**config.mk**
```make
export PLATFORM = sky130hd
export DESIGN_NAME = valve_pulse_timer_with_holdoff
export DESIGN_NICKNAME = d
export VERILOG_FILES = /design/src/hw/rtl/vpt_pkg.sv /design/src/hw/rtl/valve_pulse_timer_with_holdoff.sv
export SDC_FILE = /design/constraint.sdc
export NUM_CORES = 2
export LEC_CHECK = 0
export BUFFER_PORTS_ARGS = -buffer_cell sky130_fd_sc_hd__buf_4
export CELL_PAD_IN_SITES_DETAIL_PLACEMENT = 1
export CELL_PAD_IN_SITES_GLOBAL_PLACEMENT = 1
export CORE_MARGIN = 2
export CORE_UTILIZATION = 55
export DETAILED_ROUTE_END_ITERATION = 8
export GPL_ROUTABILITY_DRIVEN = 0
export PLACE_DENSITY = 0.86
export SLEW_MARGIN = 20
export SYNTH_ARGS = -nofsm -noshare
export SYNTH_HDL_FRONTEND = slang
export SYNTH_SLANG_ARGS = --single-unit
```
**constraint.sdc**
```tcl
create_clock -name i_clk -period 15.1 [get_ports i_clk]
set_clock_uncertainty 0.2 [all_clocks]
set_input_delay 2.265 -clock i_clk [delete_from_list [all_inputs] [get_ports i_clk]]
set_output_delay 2.265 -clock i_clk [all_outputs]
set_load 0.02 [all_outputs]
```
**src/hw/rtl/vpt_pkg.sv**
```systemverilog
// Shared types and constants for the valve pulse timer with holdoff.
// Has no dependencies; used by valve_pulse_timer_with_holdoff.
package vpt_pkg;

    // Item field widths.
    localparam int unsigned FIELD_W = 9;
    localparam int unsigned TICK_W  = 32;
    localparam int unsigned CFG_W   = 16;
    localparam int unsigned IDX_W   = 2;

    // Stream word widths, padded to whole bytes.
    localparam int unsigned S_DATA_W = 16;
    localparam int unsigned M_DATA_W = 64;

    // Default channel count and register reset values.
    localparam int unsigned VALVE_COUNT_DEF   = 8;
    localparam logic [CFG_W-1:0] VALVE_ON_RST  = 16'd33;
    localparam logic [CFG_W-1:0] HOLDOFF_RST   = 16'd133;
    localparam logic [CFG_W-1:0] STROBE_ON_RST = 16'd1;

    // Configuration register indexes.
    typedef enum logic [IDX_W-1:0] {
        CFG_VALVE_ON  = 2'd0,
        CFG_HOLDOFF   = 2'd1,
        CFG_STROBE_ON = 2'd2
    } t_cfg_idx;

    // Item kinds carried on the input tuser.
    localparam logic OP_TICK    = 1'b0;
    localparam logic OP_TRIGGER = 1'b1;

endpackage

```
**src/hw/rtl/valve_pulse_timer_with_holdoff.sv**
```systemverilog
// Valve pulse timer with retrigger holdoff: top level and only module.
// Depends on vpt_pkg for widths, register indexes and reset values.
// An item taken is held in the input register, and its result is then offered from the result register.
// Throughput: one item per cycle while the result side keeps up; a stalled output fills the
// skid register after one more item, and the input is held off until it drains.
// Reset (synchronous, active low) clears counter, levels and change times, loads default timings.
module valve_pulse_timer_with_holdoff #(
    parameter int unsigned VALVE_COUNT = vpt_pkg::VALVE_COUNT_DEF
) (
    input  logic                           i_clk,
    input  logic                           i_rst_n,

    // Configuration write channel.
    input  logic                           i_cfg_valid,
    output logic                           o_cfg_ready,
    input  logic [vpt_pkg::IDX_W-1:0]      i_cfg_index,
    input  logic [vpt_pkg::CFG_W-1:0]      i_cfg_data,

    // Input items.
    input  logic                           s_axis_tvalid,
    output logic                           s_axis_tready,
    // tdata: [8:0] channel_mask, [15:9] zero
    input  logic [vpt_pkg::S_DATA_W-1:0]   s_axis_tdata,
    // tuser: [0] operation (0 tick, 1 trigger)
    input  logic                           s_axis_tuser,

    // Result items.
    output logic                           m_axis_tvalid,
    input  logic                           m_axis_tready,
    // tdata: [8:0] channel_levels, [17:9] accepted_mask, [26:18] rejected_mask,
    //        [58:27] tick_now, [63:59] zero
    output logic [vpt_pkg::M_DATA_W-1:0]   m_axis_tdata
);

    // Strobe is the channel just above the valves.
    localparam int unsigned CHAN   = VALVE_COUNT + 1;
    localparam int unsigned FW     = vpt_pkg::FIELD_W;
    localparam int unsigned TW     = vpt_pkg::TICK_W;
    localparam int unsigned CW     = vpt_pkg::CFG_W;
    localparam int unsigned PAD_W  = vpt_pkg::M_DATA_W - 3 * FW - TW;

    // Timing registers.
    logic [CW-1:0] r_valve_on;
    logic [CW-1:0] r_holdoff;
    logic [CW-1:0] r_strobe_on;

    // Input register.
    logic          r_in_valid;
    logic          r_in_op;
    logic [FW-1:0] r_in_mask;

    // Timer state.
    logic [TW-1:0]   r_tick;
    logic [CHAN-1:0] r_on;
    logic [TW-1:0]   r_last [CHAN];

    // Output buffer: result register and skid register.
    logic                         r_out_valid;
    logic [vpt_pkg::M_DATA_W-1:0] r_out_data;
    logic                         r_skd_valid;
    logic [vpt_pkg::M_DATA_W-1:0] r_skd_data;

    // Next state of the timer.
    logic [TW-1:0]   n_tick;
    logic [CHAN-1:0] n_on;
    logic [TW-1:0]   n_last [CHAN];
    logic [CHAN-1:0] n_acc;
    logic [CHAN-1:0] n_rej;

    // Channels packed into the fixed nine-bit result fields.
    logic [FW-1:0] n_lvl9;
    logic [FW-1:0] n_acc9;
    logic [FW-1:0] n_rej9;
    logic [vpt_pkg::M_DATA_W-1:0] n_res;

    logic adv;
    logic take;

    // ------------------------------------------------------------------
    // Configuration. The user must write only while the block is idle; the block
    // does not enforce this, and the port is always ready. Unknown indexes are ignored.
    // ------------------------------------------------------------------
    assign o_cfg_ready = 1'b1;

    always_ff @(posedge i_clk) begin
        if (!i_rst_n) begin
            r_valve_on  <= vpt_pkg::VALVE_ON_RST;
            r_holdoff   <= vpt_pkg::HOLDOFF_RST;
            r_strobe_on <= vpt_pkg::STROBE_ON_RST;
        end else if (i_cfg_valid && o_cfg_ready) begin
            unique case (vpt_pkg::t_cfg_idx'(i_cfg_index))
                vpt_pkg::CFG_VALVE_ON:  r_valve_on  <= i_cfg_data;
                vpt_pkg::CFG_HOLDOFF:   r_holdoff   <= i_cfg_data;
                vpt_pkg::CFG_STROBE_ON: r_strobe_on <= i_cfg_data;
                default: ;
            endcase
        end
    end

    // ------------------------------------------------------------------
    // Flow control. The registered item moves into the output buffer
    // whenever the skid register is free; that is also the moment the timer
    // state takes its next value. The input register refills in the same
    // cycle, so items stream at one per cycle while the skid register is free.
    // ------------------------------------------------------------------
    assign take          = r_out_valid && m_axis_tready;
    assign adv           = r_in_valid && !r_skd_valid;
    assign s_axis_tready = !r_in_valid || adv;

    always_ff @(posedge i_clk) begin
        if (!i_rst_n) begin
            r_in_valid <= 1'b0;
        end else if (s_axis_tready) begin
            r_in_valid <= s_axis_tvalid;
        end
    end

    always_ff @(posedge i_clk) begin
        if (s_axis_tready && s_axis_tvalid) begin
            r_in_op   <= s_axis_tuser;
            r_in_mask <= s_axis_tdata[FW-1:0];
        end
    end

    // ------------------------------------------------------------------
    // Per-channel logic. A tick advances the counter first, and then every
    // channel that is on and whose on-time has run out switches off. A
    // trigger switches on each requested channel that is off and out of
    // holdoff. Deadlines are wrapped 32-bit sums compared unsigned against
    // the counter, exactly as a free-running tick timer would.
    // ------------------------------------------------------------------
    assign n_tick = (r_in_op == vpt_pkg::OP_TRIGGER) ? r_tick : r_tick + TW'(1);

    for (genvar c = 0; c < CHAN; c++) begin : g_chan
        logic [CW-1:0] span;
        logic [TW-1:0] due_off;
        logic [TW-1:0] due_hold;
        logic          req;

        assign span     = (c == VALVE_COUNT) ? r_strobe_on : r_valve_on;
        assign due_off  = r_last[c] + TW'(span);
        assign due_hold = r_last[c] + TW'(r_holdoff);

        // Channels above the nine-bit mask cannot be requested.
        if (c < FW) begin : g_req
            assign req = r_in_mask[c];
        end else begin : g_noreq
            assign req = 1'b0;
        end

        always_comb begin
            n_on[c]   = r_on[c];
            n_last[c] = r_last[c];
            n_acc[c]  = 1'b0;
            n_rej[c]  = 1'b0;
            if (r_in_op == vpt_pkg::OP_TICK) begin
                if (r_on[c] && (n_tick >= due_off)) begin
                    n_on[c]   = 1'b0;
                    n_last[c] = n_tick;
                end
            end else if (req) begin
                if (!r_on[c] && (r_tick >= due_hold)) begin
                    n_on[c]   = 1'b1;
                    n_last[c] = r_tick;
                    n_acc[c]  = 1'b1;
                end else begin
                    n_rej[c]  = 1'b1;
                end
            end
        end
    end

    // Map channels onto the nine result bits; absent channels read as zero.
    for (genvar b = 0; b < FW; b++) begin : g_pack
        if (b < CHAN) begin : g_have
            assign n_lvl9[b] = n_on[b];
            assign n_acc9[b] = n_acc[b];
            assign n_rej9[b] = n_rej[b];
        end else begin : g_none
            assign n_lvl9[b] = 1'b0;
            assign n_acc9[b] = 1'b0;
            assign n_rej9[b] = 1'b0;
        end
    end

    assign n_res = {PAD_W'(0), n_tick, n_rej9, n_acc9, n_lvl9};

    always_ff @(posedge i_clk) begin
        if (!i_rst_n) begin
            r_tick <= '0;
            r_on   <= '0;
            for (int c = 0; c < CHAN; c++) begin
                r_last[c] <= '0;
            end
        end else if (adv) begin
            r_tick <= n_tick;
            r_on   <= n_on;
            for (int c = 0; c < CHAN; c++) begin
                r_last[c] <= n_last[c];
            end
        end
    end

    // ------------------------------------------------------------------
    // Output buffer. A new result goes straight to the result register when
    // that is empty or being read this cycle, otherwise it parks in the skid
    // register, which then holds off the input until it drains.
    // ------------------------------------------------------------------
    always_ff @(posedge i_clk) begin
        if (!i_rst_n) begin
            r_out_valid <= 1'b0;
            r_skd_valid <= 1'b0;
        end else if (r_skd_valid) begin
            if (take) begin
                r_skd_valid <= 1'b0;
            end
        end else if (adv) begin
            if (!r_out_valid || take) begin
                r_out_valid <= 1'b1;
            end else begin
                r_skd_valid <= 1'b1;
            end
        end else if (take) begin
            r_out_valid <= 1'b0;
        end
    end

    always_ff @(posedge i_clk) begin
        if (r_skd_valid) begin
            if (take) begin
                r_out_data <= r_skd_data;
            end
        end else if (adv) begin
            if (!r_out_valid || take) begin
                r_out_data <= n_res;
            end else begin
                r_skd_data <= n_res;
            end
        end
    end

    assign m_axis_tvalid = r_out_valid;
    assign m_axis_tdata  = r_out_data;

    // ------------------------------------------------------------------
    // Assertions.
    // ------------------------------------------------------------------
    a_skid_implies_out: assert property (@(posedge i_clk) disable iff (!i_rst_n)
        r_skd_valid |-> r_out_valid)
        else $error("skid register holds a result while the result register is empty");

    a_skid_blocks_input: assert property (@(posedge i_clk) disable iff (!i_rst_n)
        (r_skd_valid && r_in_valid) |-> !s_axis_tready)
        else $error("input accepted while both buffer entries and input register are full");

    a_masks_disjoint: assert property (@(posedge i_clk) disable iff (!i_rst_n)
        r_out_valid |-> ((r_out_data[2*FW-1:FW] & r_out_data[3*FW-1:2*FW]) == '0))
        else $error("a channel is both accepted and rejected");

    a_accepted_is_on: assert property (@(posedge i_clk) disable iff (!i_rst_n)
        r_out_valid |-> ((r_out_data[2*FW-1:FW] & ~r_out_data[FW-1:0]) == '0))
        else $error("an accepted channel is not shown as on");

    a_tick_step: assert property (@(posedge i_clk) disable iff (!i_rst_n)
        (adv && (r_in_op == vpt_pkg::OP_TICK)) |=> (r_tick == $past(r_tick) + TW'(1)))
        else $error("tick item did not advance the counter by one");

endmodule
```
==> results.json <==
{
  "syn_inst": 4864,
  "syn-cell-area_um2": 47100,
  "hold_viol_final": 0,
  "cts_resized": 0,
  "yosysUniqueCellTypes": 105,
  "busiest_layer": "met2",
  "antenna_found_initial": 4,
  "grt_first_pass_wirelength_mm": 251,
  "required_ns": 15.25,
  "max_cap_viol_count": 0,
  "r2r_start": "g_chan[0].span[1]",
  "seqPwrFrac_pct": 43.2,
  "die_area_um2": 87900,
  "cts_buffers": 60,
  "p_int_w": 0.00266,
  "cp-end-kind": "register",
  "p_switching_w": 0.00108,
  "final_common_cell": "ha_1",
  "fin_tns_setup_ns": 0,
  "ant_nets": 0,
  "grt-ovfl-total": 0,
  "track_usage_pct": 37.5,
  "hpwlAfterDp_mm": 126,
  "synthXorXnorAreaFrac_pct": 10.5,
  "yosys-mux-area-fraction_pct": 1.07,
  "syn_area_per_cell_um2": 9.67,
  "path_clk_slew_ns": 0.06,
  "grt_start_max_net_pins": 83,
  "met3_usage_pct": 6.29,
  "synth_flop_cell": "edfxtp_1",
  "drive_above_1_share_pct": 8.44,
  "die_w_um": 296,
  "crit_arrival_ns": 7.90,
  "use_met2_pct": 61.8,
  "cts.path.max_buffers": 3,
  "ys_seq_area_share_pct": 30.5,
  "finalCritPeriodShare_pct": 51.3,
  "synth_top_family_by_area": "adder cells",
  "period_needed_ns": 7.75,
  "ios": 107,
  "use_met1_pct": 47.2,
  "setup_violations": 0,
  "yosys.area_share.simple_pct": 15.1,
  "worstMarginPinSlew_ns": 1.26,
  "fin_area_um2": 51800,
  "vias_per_cell": 6.62,
  "worstHoldStart": "g_chan[8].span[7]",
  "drtIter0Drc": 3069,
  "ir_worst_vdd_mv": 0.0990,
  "pwr-share-comb_pct": 15.6,
  "outcome": "finished, final reports clean",
  "clkPwrFrac_pct": 41.3,
  "grt_pass1_vias": 43400,
  "remaining_drc_errors": 0,
  "rows": 107,
  "cts_hold_buf": 0,
  "wire_per_inst_um": 26.8,
  "start_kind": "register",
  "path_class": "reg -> reg",
  "slew_violations": 0,
  "drtPass1Iterations": 5,
  "routed_wl_mm": 167,
  "synth_compound_gate_area_share_pct": 17.3,
  "htreeDepth": 2,
  "start_util_pct": 55.3,
  "synthToLayoutAreaGrowth_pct": 10.1,
  "post_cts_buffers": 0,
  "nNetsFinal": 5956,
  "synth-adder-area-share_pct": 23.8,
  "num_vias": 41200,
  "cts_tree": "done",
  "cp_cell_sequence": "buf_4 -> inv_1 -> fa_1 -> nand2b_1 -> a21boi_0 -> o21ai_0 -> a31oi_1 -> a41oi_1 -> a21oi_1 -> a31oi_2 -> nor3_1 -> xnor2_1 -> ha_1 -> a21o_1 -> a21o_1 -> a21oi_1 -> nand2_1 -> a211oi_1 -> a211oi_1 -> a21oi_1 -> or3_1 -> o221ai_4 -> buf_4",
  "die_h_um": 296,
  "cts_root_buf": "clkbuf_16",
  "io_buffers": 93,
  "clkLatencyLatePin_ns": 0.69,
  "max-slew-margin-rel_pct": 14.9,
  "rsz0062_at_grt": "no",
  "clock-sinks": 508,
  "cpPeakStageDelay_ns": 0.79,
  "synth_edf_count": 416,
  "place_area_um2": 49700,
  "final_cell_mix": "865 x ha_1, 416 x edfxtp_1, 366 x a21oi_1, 365 x nand2_1, 302 x nor2_1",
  "setup.worst_path.start": "g_chan[0].span[1]",
  "critPathMostFrequentCell": "a21oi_1",
  "yosys_warnings": 0,
  "ys_ff_latch": 508,
  "leakagePower_nw": 23.5,
  "async_flop_share_pct": 0,
  "cp_slowest_cell": "a21oi_1",
  "core_area_um2": 85000,
  "power_density_nw_per_um2": 72.1,
  "p_sw_share_pct": 28.9,
  "layoutNonFillerInstCount": 6229,
  "placedCellCount": 6113,
  "fin_hold_ws_ns": 0.261,
  "power.total_w": 0.00374,
  "timing.fmax_mhz": 129,
  "hold_class": "reg -> reg",
  "crit_fanout": 32
}
[through the flow]
stage	setup slack, ns	utilization [%]
finish	7.35	61.0
global route	7.20	61.0
CTS	7.43	60.9
detailed placement	7.55	58.5
global placement	7.74	58.5
floorplan	8.22	-
[state kept, by name, indices dropped and copies added (netlist names)]
| name | count |
|---|---|
| r_skd_data | 59 |
| r_last | 288 |
| m_axis_tdata | 59 |
| r_in_op | 1 |
| r_skd_valid | 1 |
| r_in_valid | 1 |
| m_axis_tvalid | 1 |
| r_holdoff | 16 |
| r_in_mask | 9 |
| g_chan.span | 32 |
| r_tick | 32 |
| r_on | 9 |
[routing by layer]
layer | vias to the layer above | routed length, µm
li1 | 18500 | -
met1 | 20400 | 67500
met2 | 1736 | 75800
met3 | 502 | 13900
met4 | 2 | 9510
met5 | - | 13
[final timing paths]
path	depth (start not counted)	slack, ns	to
hold / removal	2	0.26	g_chan[8].span[7]
hold reg to reg	2	0.26	g_chan[8].span[7]
setup / recovery	23	7.35	r_last[0][128]
setup reg to reg	23	7.35	r_last[0][128]
[kinds of logic (layout without fill, tap and decap cells)]
group | Yosys count | after routing
adders and majority gates | 883 | 883
and+or+nand+nor | 1407 | 1407
DFF | 508 | 508
other | 2 | 7
AOI/OAI and AO/OA | 1245 | 1245
muxes | 45 | 45
buffers and inverters | 212 | 428
xor gates and xnor gates | 562 | 562
[Yosys cell counts (8+ instances only)]
library cell    n  share of area, %
ha_1          865                23
edfxtp_1      416                27
a21oi_1       367               3.9
nand2_1       365               2.9
nor2_1        302               2.4
a21o_1        294               4.7
xnor2_1       287               5.3
xor2_1        273               5.1
o21ai_0       197               2.1
nand3_1       127               1.4
nand4_1       126               1.7
inv_1         124              0.99
nor2b_1       102               1.4
dfxtp_1        92               3.9
nand2b_1       87               1.2
nor3_1         75              0.80
clkbuf_1       69              0.55
o21a_1         66               1.1
and3_1         57              0.76
mux2_2         43               1.0
or3_1          42              0.56
a31oi_1        31              0.41
o211ai_1       31              0.49
a211oi_1       28              0.45
o31ai_1        27              0.43
o21bai_1       23              0.37
and2_1         21              0.28
a211o_1        20              0.37
or2_2          20              0.27
and4_1         18              0.34
fa_1           18              0.77
nor3b_1        14              0.22
o21ai_1        12              0.13
o22ai_1        12              0.16
a2111oi_0      11              0.20
nor4_1         11              0.15
o2111ai_1      11              0.20
nand3b_1        9              0.14
a41oi_1         8              0.15
buf_4           8              0.13
o31a_1          8              0.15
[critical path, delay by kind of cell, from the launching register on]
kind	cells	cell delay (ns)
simple gates	4	0.92
buf+inv	3	0.91
compound gates	13	4.09
flops	1	0.30
xor+xnor	1	0.11
fa+ha+maj	2	0.76
[cell type report]
type / count / area [µm²]
flip-flops and latches: 508 / 14300
repair buffers: 188 / 1430
fillers: 9486 / 33200
multi-input cells: 4148 / 32100
inverters: 127 / 477
clock buffers: 86 / 1750
diodes: 1 / 2.50
well taps: 1144 / 1430
clock inverters: 27 / 304
[power groups by stage]
stage          logic, W  clock network, W  registers, W
6_report       0.000582           0.00154       0.00161
2_1_floorplan  0.000394                 0       0.00163
3_5_place_dp   0.000565                 0       0.00164
4_1_cts        0.000575           0.00155       0.00161
3_3_place_gp   0.000531                 0       0.00164
5_1_grt        0.000640           0.00160       0.00162
Note: power is estimated with default switching activity, not from simulation.
